## src/hw/rtl/chgsup_pkg.sv

```systemverilog
`timescale 1ns / 1ps
package chgsup_pkg;

  localparam int AdcBits = 12;
  localparam int RefNum  = 1200 * (1 << AdcBits);
  localparam int NumW    = $clog2(RefNum + 1);

  typedef enum logic [2:0] {
    MODE_INIT     = 3'd0,
    MODE_START    = 3'd1,
    MODE_CHARGING = 3'd2,
    MODE_STOP     = 3'd3,
    MODE_OVER     = 3'd4,
    MODE_SLEEP    = 3'd5
  } mode_e;

  localparam logic [2:0] LedNone  = 3'd0;
  localparam logic [2:0] LedSlow  = 3'd1;
  localparam logic [2:0] LedShort = 3'd2;
  localparam logic [2:0] LedFast  = 3'd3;
  localparam logic [2:0] LedOff   = 3'd4;

  localparam logic [2:0] RegMinIn   = 3'd0;
  localparam logic [2:0] RegMaxIn   = 3'd1;
  localparam logic [2:0] RegMinCur  = 3'd2;
  localparam logic [2:0] RegSleepIn = 3'd3;
  localparam logic [2:0] RegCutoff  = 3'd4;
  localparam logic [2:0] RegTarget  = 3'd5;
  localparam logic [2:0] RegPotLim  = 3'd6;
  localparam logic [2:0] RegSettle  = 3'd7;

  localparam logic [7:0] FrameStart = 8'h02;
  localparam logic [7:0] FrameLen   = 8'd12;

  // Raw samples queued between the front and back parts.
  typedef struct packed {
    logic [AdcBits-1:0] ch_in;
    logic [AdcBits-1:0] ch_cur;
    logic [AdcBits-1:0] ch_out;
    logic [AdcBits-1:0] ch_ref;
    logic               due;
  } sample_t;

  // Configuration register file contents.
  typedef struct packed {
    logic [15:0] min_in;
    logic [15:0] max_in;
    logic [15:0] min_cur;
    logic [15:0] sleep_in;
    logic [15:0] cutoff;
    logic [15:0] target;
    logic [7:0]  pot_lim;
    logic [15:0] settle;
  } cfg_t;

  function automatic logic [15:0] sat16(logic [47:0] v);
    return (v > 48'd65535) ? 16'hFFFF : v[15:0];
  endfunction

endpackage

```

## src/hw/rtl/chgsup_front.sv

```systemverilog
`timescale 1ns / 1ps
module chgsup_front import chgsup_pkg::*; (
  input  logic               clk_i,
  input  logic               rst_ni,
  input  logic               in_valid_i,
  output logic               in_ready_o,
  input  logic [AdcBits-1:0] adc_input_raw_i,
  input  logic [AdcBits-1:0] adc_current_raw_i,
  input  logic [AdcBits-1:0] adc_output_raw_i,
  input  logic [AdcBits-1:0] adc_reference_raw_i,
  input  logic               report_due_i,
  output logic               q_valid_o,
  input  logic               q_ready_i,
  output sample_t            q_data_o
);

  // Two-entry queue that decouples the input channel from the back part.
  sample_t     mem_q [2];
  logic        wr_q, rd_q;
  logic [1:0]  cnt_q;
  logic        push, pop;

  assign in_ready_o = (cnt_q != 2'd2);
  assign q_valid_o  = (cnt_q != 2'd0);
  assign q_data_o   = mem_q[rd_q];
  assign push       = in_valid_i && in_ready_o;
  assign pop        = q_valid_o && q_ready_i;

  always_ff @(posedge clk_i) begin
    if (push) begin
      mem_q[wr_q] <= '{ch_in: adc_input_raw_i, ch_cur: adc_current_raw_i,
                       ch_out: adc_output_raw_i, ch_ref: adc_reference_raw_i,
                       due: report_due_i};
    end
  end

  always_ff @(posedge clk_i or negedge rst_ni) begin
    if (!rst_ni) begin
      wr_q  <= 1'b0;
      rd_q  <= 1'b0;
      cnt_q <= 2'd0;
    end else begin
      if (push) wr_q <= ~wr_q;
      if (pop)  rd_q <= ~rd_q;
      cnt_q <= cnt_q + {1'b0, push} - {1'b0, pop};
    end
  end

endmodule

```

## src/hw/rtl/chgsup_div.sv

```systemverilog
`timescale 1ns / 1ps
module chgsup_div import chgsup_pkg::*; (
  input  logic            clk_i,
  input  logic            rst_ni,
  input  logic            start_i,
  input  logic [NumW-1:0] num_i,
  input  logic [NumW-1:0] den_i,
  output logic            done_o,
  output logic [NumW-1:0] quo_o
);

  // Restoring divider, one quotient bit per cycle. The done flag is
  // registered, so the quotient is complete in the cycle it is raised.
  localparam int CntW = $clog2(NumW + 1);

  logic [NumW-1:0] rem_q, quo_q, den_q;
  logic [CntW-1:0] cnt_q;
  logic            busy_q;
  logic            done_q;
  logic [NumW:0]   trial;

  assign trial  = {rem_q, quo_q[NumW-1]} - {1'b0, den_q};
  assign quo_o  = quo_q;
  assign done_o = done_q;

  always_ff @(posedge clk_i or negedge rst_ni) begin
    if (!rst_ni) begin
      busy_q <= 1'b0;
      done_q <= 1'b0;
      cnt_q  <= '0;
      rem_q  <= '0;
      quo_q  <= '0;
      den_q  <= '0;
    end else if (start_i) begin
      busy_q <= 1'b1;
      done_q <= 1'b0;
      cnt_q  <= CntW'(NumW);
      rem_q  <= '0;
      quo_q  <= num_i;
      den_q  <= den_i;
    end else if (busy_q) begin
      if (!trial[NumW]) begin
        rem_q <= trial[NumW-1:0];
        quo_q <= {quo_q[NumW-2:0], 1'b1};
      end else begin
        rem_q <= {rem_q[NumW-2:0], quo_q[NumW-1]};
        quo_q <= {quo_q[NumW-2:0], 1'b0};
      end
      cnt_q  <= cnt_q - CntW'(1);
      done_q <= (cnt_q == CntW'(1));
      if (cnt_q == CntW'(1)) busy_q <= 1'b0;
    end else begin
      done_q <= 1'b0;
    end
  end

endmodule

```

## src/hw/rtl/chgsup_back.sv

```systemverilog
`timescale 1ns / 1ps
module chgsup_back import chgsup_pkg::*; (
  input  logic        clk_i,
  input  logic        rst_ni,
  input  cfg_t        cfg_i,
  input  logic        q_valid_i,
  output logic        q_ready_o,
  input  sample_t     q_data_i,
  output logic        out_valid_o,
  input  logic        out_ready_i,
  output logic        result_kind_o,
  output logic [2:0]  mode_code_o,
  output logic        buck_enable_o,
  output logic        pot_write_o,
  output logic [7:0]  pot_value_o,
  output logic [2:0]  led_pattern_o,
  output logic        stop_mode_request_o,
  output logic [7:0]  frame_byte_o,
  output logic        last_o
);

  typedef enum logic [3:0] {
    ST_IDLE, ST_SUP, ST_SUPW, ST_MUL1, ST_MUL2, ST_RECIP, ST_NEXT, ST_MODE,
    ST_CTRL, ST_FRAME
  } state_e;

  // Constant divisions use reciprocal multiplication: for x below 2^22,
  // floor(x / d) equals (x * m) >> 28 with m rounded up from 2^28 / d.
  localparam int RecipShift = 28;
  localparam int RecipW     = 22;

  state_e                 st_q;
  sample_t                smp_q;
  logic [1:0]             ch_q;        // 0 input, 1 output, 2 current
  logic [15:0]            sup_q, vin_q, vout_q, cur_q;
  logic [AdcBits+15:0]    prod_q;
  logic [27:0]            gain_q;
  logic [46:0]            recip_q;
  logic                   sat_q;
  logic [6:0]             rdiff_q;
  logic [2:0]             mode_q;
  logic [7:0]             regv_q, pot_q;
  logic [2:0]             rdiv_q;
  logic [15:0]            cnt_q;
  logic                   buck_q;
  logic [3:0]             fidx_q;
  logic [7:0]             xor_q;

  logic            dstart;
  logic [NumW-1:0] dnum, dden, dquo;
  logic            ddone;

  chgsup_div u_div (
    .clk_i, .rst_ni, .start_i(dstart), .num_i(dnum), .den_i(dden),
    .done_o(ddone), .quo_o(dquo)
  );

  // Channel selection and reduced gain ratios (2247/47, 71/15, 50/39).
  logic [AdcBits-1:0] raw_sel;
  logic [11:0]        gnum;
  logic [27:0]        glim;
  logic [24:0]        gmag;
  always_comb begin
    case (ch_q)
      2'd0: begin
        raw_sel = smp_q.ch_in;  gnum = 12'd2247;
        glim = 28'd3080192;     gmag = 25'd5711393;
      end
      2'd1: begin
        raw_sel = smp_q.ch_out; gnum = 12'd71;
        glim = 28'd983040;      gmag = 25'd17895698;
      end
      default: begin
        raw_sel = smp_q.ch_cur; gnum = 12'd50;
        glim = 28'd2555904;     gmag = 25'd6882961;
      end
    endcase
  end

  // The divider only computes the supply from the reference sample.
  assign dstart = (st_q == ST_SUP) && (smp_q.ch_ref != '0);
  assign dnum   = NumW'(RefNum);
  assign dden   = {{(NumW-AdcBits){1'b0}}, smp_q.ch_ref};

  // Regulator step size: (target - input) / 1000 by reciprocal multiplication.
  logic [15:0] rgap;
  logic [32:0] rprod;
  assign rgap  = cfg_i.target - vin_q;
  assign rprod = {17'd0, rgap} * 33'd67109;

  // Regulator next value.
  logic [9:0]  rsum;
  logic [7:0]  rnext;
  always_comb begin
    if (vin_q > cfg_i.target) rsum = {2'b0, regv_q} - 10'd1;
    else                     rsum = {2'b0, regv_q} + {3'b0, rdiff_q};
    if (vin_q > cfg_i.target && regv_q == 8'd0) rnext = 8'd0;
    else if (rsum > {2'b0, cfg_i.pot_lim})      rnext = cfg_i.pot_lim;
    else                                        rnext = rsum[7:0];
  end

  // Frame byte selection.
  logic [7:0] fbyte;
  always_comb begin
    case (fidx_q)
      4'd0:    fbyte = FrameStart;
      4'd1:    fbyte = FrameLen;
      4'd2:    fbyte = vin_q[15:8];
      4'd3:    fbyte = vin_q[7:0];
      4'd4:    fbyte = vout_q[15:8];
      4'd5:    fbyte = vout_q[7:0];
      4'd6:    fbyte = cur_q[15:8];
      4'd7:    fbyte = cur_q[7:0];
      4'd8:    fbyte = sup_q[15:8];
      4'd9:    fbyte = sup_q[7:0];
      4'd10:   fbyte = pot_q;
      default: fbyte = xor_q;
    endcase
  end

  assign q_ready_o = (st_q == ST_IDLE);

  // Sequencer: scale, run the mode machine, then emit results.
  always_ff @(posedge clk_i or negedge rst_ni) begin
    logic [2:0] m;
    logic       w;
    logic [2:0] l;
    logic       s;
    logic [15:0] scaled;
    if (!rst_ni) begin
      st_q <= ST_IDLE; smp_q <= '0; ch_q <= '0; sup_q <= '0; vin_q <= '0;
      vout_q <= '0; cur_q <= '0; prod_q <= '0; gain_q <= '0;
      recip_q <= '0; sat_q <= 1'b0; rdiff_q <= '0;
      mode_q <= MODE_INIT; regv_q <= 8'd30; pot_q <= '0; rdiv_q <= '0;
      cnt_q <= '0; buck_q <= 1'b0; fidx_q <= '0; xor_q <= '0;
      out_valid_o <= 1'b0; result_kind_o <= 1'b0; mode_code_o <= '0;
      buck_enable_o <= 1'b0; pot_write_o <= 1'b0; pot_value_o <= '0;
      led_pattern_o <= '0; stop_mode_request_o <= 1'b0; frame_byte_o <= '0;
      last_o <= 1'b0;
    end else begin
      unique case (st_q)
        ST_IDLE: begin
          if (q_valid_i) begin
            smp_q <= q_data_i;
            st_q  <= ST_SUP;
          end
        end
        ST_SUP: begin
          ch_q <= 2'd0;
          if (smp_q.ch_ref == '0) begin
            sup_q <= 16'hFFFF;
            st_q  <= ST_MUL1;
          end else begin
            st_q <= ST_SUPW;
          end
        end
        ST_SUPW: begin
          if (ddone) begin
            sup_q <= sat16({{(48-NumW){1'b0}}, dquo});
            st_q  <= ST_MUL1;
          end
        end
        ST_MUL1: begin
          prod_q <= {16'd0, raw_sel} * {{AdcBits{1'b0}}, sup_q};
          st_q   <= ST_MUL2;
        end
        ST_MUL2: begin
          gain_q <= {12'd0, prod_q[AdcBits +: 16]} * {16'd0, gnum};
          st_q   <= ST_RECIP;
        end
        ST_RECIP: begin
          // Anything at or above 65536 times the divisor saturates.
          sat_q   <= (gain_q >= glim);
          recip_q <= {25'd0, gain_q[RecipW-1:0]} * {22'd0, gmag};
          st_q    <= ST_NEXT;
        end
        ST_NEXT: begin
          scaled = sat_q ? 16'hFFFF : recip_q[RecipShift +: 16];
          case (ch_q)
            2'd0:    vin_q  <= scaled;
            2'd1:    vout_q <= scaled;
            default: cur_q  <= scaled;
          endcase
          if (ch_q == 2'd2) begin
            rdiff_q <= rprod[32:26];
            st_q    <= ST_MODE;
          end else begin
            ch_q <= ch_q + 2'd1;
            st_q <= ST_MUL1;
          end
        end
        ST_MODE: begin
          m = mode_q; w = 1'b0; l = LedNone; s = 1'b0;
          if (vin_q > cfg_i.max_in)   m = MODE_OVER;
          if (vin_q < cfg_i.sleep_in) m = MODE_SLEEP;
          case (m)
            MODE_INIT: begin
              buck_q <= 1'b0; pot_q <= cfg_i.pot_lim; regv_q <= cfg_i.pot_lim;
              if (vin_q < cfg_i.max_in && vin_q > cfg_i.min_in) m = MODE_START;
              else l = LedSlow;
            end
            MODE_START: begin
              buck_q <= 1'b1; m = MODE_CHARGING;
            end
            MODE_CHARGING: begin
              l = LedShort; w = 1'b1;
              if (rdiv_q == 3'd5) begin
                regv_q <= rnext; pot_q <= rnext; rdiv_q <= 3'd1;
              end else begin
                rdiv_q <= rdiv_q + 3'd1;
              end
              if (vin_q < cfg_i.min_in) m = MODE_INIT;
              else if (cur_q < cfg_i.min_cur && cnt_q > cfg_i.settle &&
                       sup_q > cfg_i.cutoff) begin
                cnt_q <= 16'd1; m = MODE_STOP;
              end else cnt_q <= cnt_q + 16'd1;
            end
            MODE_STOP: begin
              buck_q <= 1'b0; pot_q <= cfg_i.pot_lim; regv_q <= cfg_i.pot_lim;
              m = MODE_SLEEP;
            end
            MODE_OVER: begin
              l = LedFast; buck_q <= 1'b0;
              if (vin_q < cfg_i.max_in) m = MODE_INIT;
            end
            default: begin
              if (m == MODE_SLEEP) begin
                l = LedOff; s = 1'b1;
              end
              m = MODE_INIT;
            end
          endcase
          mode_q <= m;
          led_pattern_o <= l; stop_mode_request_o <= s; pot_write_o <= w;
          mode_code_o <= m;
          st_q <= ST_CTRL;
        end
        ST_CTRL: begin
          // Register values updated in ST_MODE are visible here.
          result_kind_o <= 1'b0;
          buck_enable_o <= buck_q;
          pot_value_o   <= pot_write_o ? pot_q : 8'd0;
          frame_byte_o  <= 8'd0;
          last_o        <= ~smp_q.due;
          out_valid_o   <= 1'b1;
          fidx_q        <= '0;
          xor_q         <= '0;
          st_q          <= ST_FRAME;
        end
        default: begin
          // ST_FRAME: wait for the current transaction, then load the next byte or return to idle.
          if (out_ready_i || !out_valid_o) begin
            if (!smp_q.due || fidx_q == 4'd12) begin
              out_valid_o <= 1'b0;
              st_q        <= ST_IDLE;
            end else begin
              result_kind_o <= 1'b1; mode_code_o <= '0; buck_enable_o <= 1'b0;
              pot_write_o <= 1'b0; pot_value_o <= '0; led_pattern_o <= '0;
              stop_mode_request_o <= 1'b0;
              frame_byte_o <= fbyte;
              last_o       <= (fidx_q == 4'd11);
              out_valid_o  <= 1'b1;
              xor_q        <= xor_q ^ fbyte;
              fidx_q       <= fidx_q + 4'd1;
            end
          end
        end
      endcase
    end
  end

endmodule

```

## src/hw/rtl/charger_supervisor.sv

```systemverilog
`timescale 1ns / 1ps
// Charger supervisor.
// Input channel (in_valid_i/in_ready_o) carries one set of raw converter
// samples plus a report flag per transaction. A two-entry queue holds them
// while the back part scales the channels, runs the charger mode machine and
// emits results on the output channel (out_valid_o/out_ready_i).
// Each input gives one control result, followed by 12 status frame bytes
// when report_due_i is set; last_o marks the final result of an input.
// The control result follows the input transaction once the back part has
// taken the item from the queue, started and waited on the serial supply
// divider, run the scaling multiplies for each channel, and done the mode
// step and the control result. A zero reference skips the divider. The
// back part takes a new item only once every result of the previous item,
// status frame bytes included, has been taken.
// A stalled receiver holds the current result and the back part waits; the
// queue keeps accepting until full. Configuration writes (cfg_valid_i/
// cfg_ready_o) are always taken. Reset restores the default register values
// and init mode; no clearing pass is needed.
module charger_supervisor import chgsup_pkg::*; (
  input  logic               clk_i,
  input  logic               rst_ni,
  input  logic               cfg_valid_i,
  output logic               cfg_ready_o,
  input  logic [2:0]         cfg_index_i,
  input  logic [15:0]        cfg_data_i,
  input  logic               in_valid_i,
  output logic               in_ready_o,
  input  logic [AdcBits-1:0] adc_input_raw_i,
  input  logic [AdcBits-1:0] adc_current_raw_i,
  input  logic [AdcBits-1:0] adc_output_raw_i,
  input  logic [AdcBits-1:0] adc_reference_raw_i,
  input  logic               report_due_i,
  output logic               out_valid_o,
  input  logic               out_ready_i,
  output logic               result_kind_o,
  output logic [2:0]         mode_code_o,
  output logic               buck_enable_o,
  output logic               pot_write_o,
  output logic [7:0]         pot_value_o,
  output logic [2:0]         led_pattern_o,
  output logic               stop_mode_request_o,
  output logic [7:0]         frame_byte_o,
  output logic               last_o
);

  cfg_t    cfg_q;
  logic    q_valid, q_ready;
  sample_t q_data;

  assign cfg_ready_o = 1'b1;

  // Configuration register file.
  always_ff @(posedge clk_i or negedge rst_ni) begin
    if (!rst_ni) begin
      cfg_q <= '{min_in: 16'd5000, max_in: 16'd22000, min_cur: 16'd200,
                 sleep_in: 16'd1000, cutoff: 16'd2600, target: 16'd10000,
                 pot_lim: 8'd30, settle: 16'd100};
    end else if (cfg_valid_i) begin
      unique case (cfg_index_i)
        RegMinIn:   cfg_q.min_in   <= cfg_data_i;
        RegMaxIn:   cfg_q.max_in   <= cfg_data_i;
        RegMinCur:  cfg_q.min_cur  <= cfg_data_i;
        RegSleepIn: cfg_q.sleep_in <= cfg_data_i;
        RegCutoff:  cfg_q.cutoff   <= cfg_data_i;
        RegTarget:  cfg_q.target   <= cfg_data_i;
        RegPotLim:  cfg_q.pot_lim  <= cfg_data_i[7:0];
        default:    cfg_q.settle   <= cfg_data_i;
      endcase
    end
  end

  chgsup_front u_front (
    .clk_i, .rst_ni, .in_valid_i, .in_ready_o,
    .adc_input_raw_i, .adc_current_raw_i, .adc_output_raw_i,
    .adc_reference_raw_i, .report_due_i,
    .q_valid_o(q_valid), .q_ready_i(q_ready), .q_data_o(q_data)
  );

  chgsup_back u_back (
    .clk_i, .rst_ni, .cfg_i(cfg_q),
    .q_valid_i(q_valid), .q_ready_o(q_ready), .q_data_i(q_data),
    .out_valid_o, .out_ready_i, .result_kind_o, .mode_code_o, .buck_enable_o,
    .pot_write_o, .pot_value_o, .led_pattern_o, .stop_mode_request_o,
    .frame_byte_o, .last_o
  );

endmodule
```

## config.mk

```make
export PLATFORM = sky130hd
export DESIGN_NAME = charger_supervisor
export DESIGN_NICKNAME = d
export VERILOG_FILES = /design/src/hw/rtl/chgsup_pkg.sv /design/src/hw/rtl/chgsup_front.sv /design/src/hw/rtl/chgsup_div.sv /design/src/hw/rtl/chgsup_back.sv /design/src/hw/rtl/charger_supervisor.sv
export SDC_FILE = /design/constraint.sdc
export NUM_CORES = 2
export LEC_CHECK = 0
export BUFFER_PORTS_ARGS = -buffer_cell sky130_fd_sc_hd__buf_4
export CORE_UTILIZATION = 40
export DETAILED_ROUTE_END_ITERATION = 6
export PLACE_DENSITY = 0.58
export SYNTH_ARGS = -nofsm -noshare
export SYNTH_HDL_FRONTEND = slang
export SYNTH_HIERARCHICAL = 1
export SYNTH_SLANG_ARGS = --single-unit
export TNS_END_PERCENT = 20
```

## constraint.sdc

```tcl
create_clock -name clk_i -period 8.53 [get_ports clk_i]
set_input_delay 0 -clock clk_i [delete_from_list [all_inputs] [get_ports clk_i]]
set_output_delay 0 -clock clk_i [all_outputs]
set_load 0.01 [all_outputs]
```

==> metrics.txt <==
DR iter-0 viols=2,166; Avg Cell Area, Syn=10.04 um^2; synthesis-stage register bit count=560; Worst Reg-to-Reg Cells=25; ys flop type=dfrtp_1; fin crit period=8.077 ns; setup slack, reg-to-reg=0.45 ns; Final nets=6,800; Post-synth top cells=inv_1, ha_1, fa_1; CP Launch Type=flop; crit path to=u_back/recip_q[43]; status=finished clean; antenna-violating nets left=0; Final setup violation count=0; sum of negative setup slack=0 ns; slew at the pin with the worst max-slew slack=1.188 ns; top-area cell type share of the netlist area=0.2049; DRC violations left=0; EDFF count, synth=98; pre-CTS worst setup slack=0.4455 ns; RSZ-0062 raised after global routing=false; Max Cap Viol=0; Layout area overhead=11.09%; CP Class=reg -> reg; unique cell type count in the Yosys netlist=101; vias in the first global route=38,380; Final Hold Fails=0; Max clock buf depth=3; fin worst setup slack=0.4530 ns; Ys Warns=6; Clk pin slew, worst setup/hold paths=0.06 ns; Antenna Cells=0; routed vias=37,100; drt wl/cell=19.22 um; CTS Buf Count=66; Final Skew=0.03383 ns; first-pass GRT wire length=222.2 mm; CTS root buf=clkbuf_16; fillers=12,590; Final Util=0.4500; top-count cell post-synth=inv_1; ranking of synthesized cells by area=fa_1, dfrtp_1, ha_1, inv_1, edfxtp_1; row count=133; DP HPWL=109.9 mm; share of cells above drive strength 1=0.1057; period utilisation layout=0.9469; max-slew violations=0; Slew Limit Headroom=0.2068; GRT Overall Usage=0.2105; die height=367.5 um; r2r startpoint=u_back/ch_q[0]; core area=0.1320 mm^2; Vias/cell=5.096; worst skew pair latency=0.64 ns; crit-path max FO=20; Overflow after GRT=0; clock sink count=560; Cells after Synth=5,321; # IOs=103; post-CTS setup buffer count=0; H-tree levels=3; die area=0.1351 mm^2; initial core utilization=0.4050; post-synthesis async set-or-reset flop share=0.8250; GP Congestion=0.9753; largest net degree at the start of global routing=167; sequential share of the synthesized area=0.2723; CP Data Arrival Time=8.53 ns; Pre-antenna DRT Iters=7; critical path launch point=u_back/ch_q[0]; WP data required=8.98 ns; Routed WL=139.9 mm; Synth area leader=fa_1; CTS tree=yes; CP Capture Type=flop; worst hold path type=in -> reg; Fmax achieved=0.1238 GHz; Die Span X=367.5 um; Post-Synthesis Cell Area=0.05345 mm^2; port buffer count=101; initial antenna violation count=1; Critical R2R Capture=u_back/recip_q[43]
==> repair_timing <==
item                      4_1_cts  5_1_grt
gates resized for setup         0        0
hold endpoints to repair      327        0
hold buffers                   74        0
==> how the worst min path moves through the flow <==
stage	depth (start not counted)	startpoint	end	slack (ns)
3_3_place_gp	1	rst_ni	u_back/smp_q[38]	0.05
6_report	2	adc_current_raw_i[5]	u_front/mem_q[0][30]	0.1
4_1_cts	2	adc_input_raw_i[9]	u_front/mem_q[1][46]	0.06
2_1_floorplan	0	rst_ni	cfg_q[0]	-0.30
5_1_grt	2	adc_input_raw_i[7]	u_front/mem_q[0][44]	0.08
3_5_place_dp	1	rst_ni	u_back/smp_q[25]	0.05
==> per-stage QoR <==
stage                     cell area, um^2  hold slack (ns)  instances
after floorplan                     53570          -0.2956       5353
after global routing                59380          0.07633       7280
final                               59380          0.09734       7280
after detailed placement            56200          0.05125       7084
after CTS                           59380          0.05566       7280
after global placement              56200          0.05275       7084
==> final cells by class <==
cell class / instances / area [um^2] / area share
sequential: 560 / 14560 / 0.2452
multi-input combinational: 3585 / 34390 / 0.5792
clock buffer: 85 / 1804 / 0.03039
timing repair buffer: 228 / 1947 / 0.03279
inverter: 1030 / 3866 / 0.06511
clock inverter: 37 / 615.6 / 0.01037
tap: 1755 / 2196 / 0.03698
==> flip-flops by register name, summed over array words and instances, names as in the netlist, 4 cells and up <==
register	cells
u_back/fidx_q	4
u_back/u_div/rem_q	23
u_back/vin_q	16
u_back/gain_q	28
u_back/regv_q	8
u_back/cnt_q	16
u_back/prod_q	16
u_back/dden	12
u_back/frame_byte_o	8
u_front/mem_q	98
u_back/sup_q	16
u_back/st_q	4
u_back/cur_q	16
u_back/u_div/cnt_q	5
u_back/vout_q	16
u_back/pot_q	4
u_back/rdiff_q	7
u_back/recip_q	16
u_back/u_div/den_q	23
cfg_q	120
u_back/u_div/quo_o	23
u_back/pot_value_o	8
u_back/smp_q	37
u_back/xor_q	8
==> cells in the final DEF, fill, tap and decap left out, drive strengths merged, types with 145 or more instances in the layout <==
master	synthesis	routed
inv	1030	1032
and2	145	145
o21ai	248	248
buf	36	155
nand2	510	510
a21oi	176	176
dfrtp	420	420
mux2	229	229
nor2	185	185
fa	547	547
ha	709	709
==> kinds of logic after synthesis <==
logic type	after synthesis	share of synthesized area
AO/OA/AOI/OAI	751	0.08959
XOR/XNOR	113	0.01852
adder cells (fa/ha/maj)	1256	0.3709
buffers and inverters	1208	0.08762
flip-flops	560	0.2723
multiplexers	281	0.05876
other	3	0.0002107
AND/OR/NAND/NOR	1149	0.1021
==> layer usage <==
| metal | wire length (um) | track usage | part of all wire | up-vias |
|---|---|---|---|---|
| met1 | 65050 | 0.2966 | 0.46 | 18400 |
| met2 | 64400 | 0.3389 | 0.46 | 870 |
| met3 | 7112 | 0.02953 | 0.051 | 163 |
| li1 | - | - | - | 17660 |
| met5 | 7 | 0 | 0.000050 | - |
| met4 | 3334 | 0.05361 | 0.024 | 2 |
==> critical path: stages (launching register included) <==
cell       delay, ns
dfrtp_1         0.42
inv_1           0.13
ha_2            0.53
nor2_4          0.18
and2_1          0.28
fa_1            0.49
inv_1           0.05
fa_1            0.52
inv_1           0.10
fa_1            0.57
fa_1            0.45
fa_1            0.52
fa_1            0.60
inv_1           0.08
fa_1            0.53
inv_1           0.04
ha_1            0.29
nand4_1         0.12
a21oi_1         0.06
nor3_1          0.20
o221ai_1        0.34
o21ai_1         0.52
o2111ai_1       0.30
o31ai_1         0.34
xnor2_1         0.15
o21ai_0         0.08
Power is not shown: default switching activity piles up to over one toggle a cycle in this logic, so the estimate is an artifact.
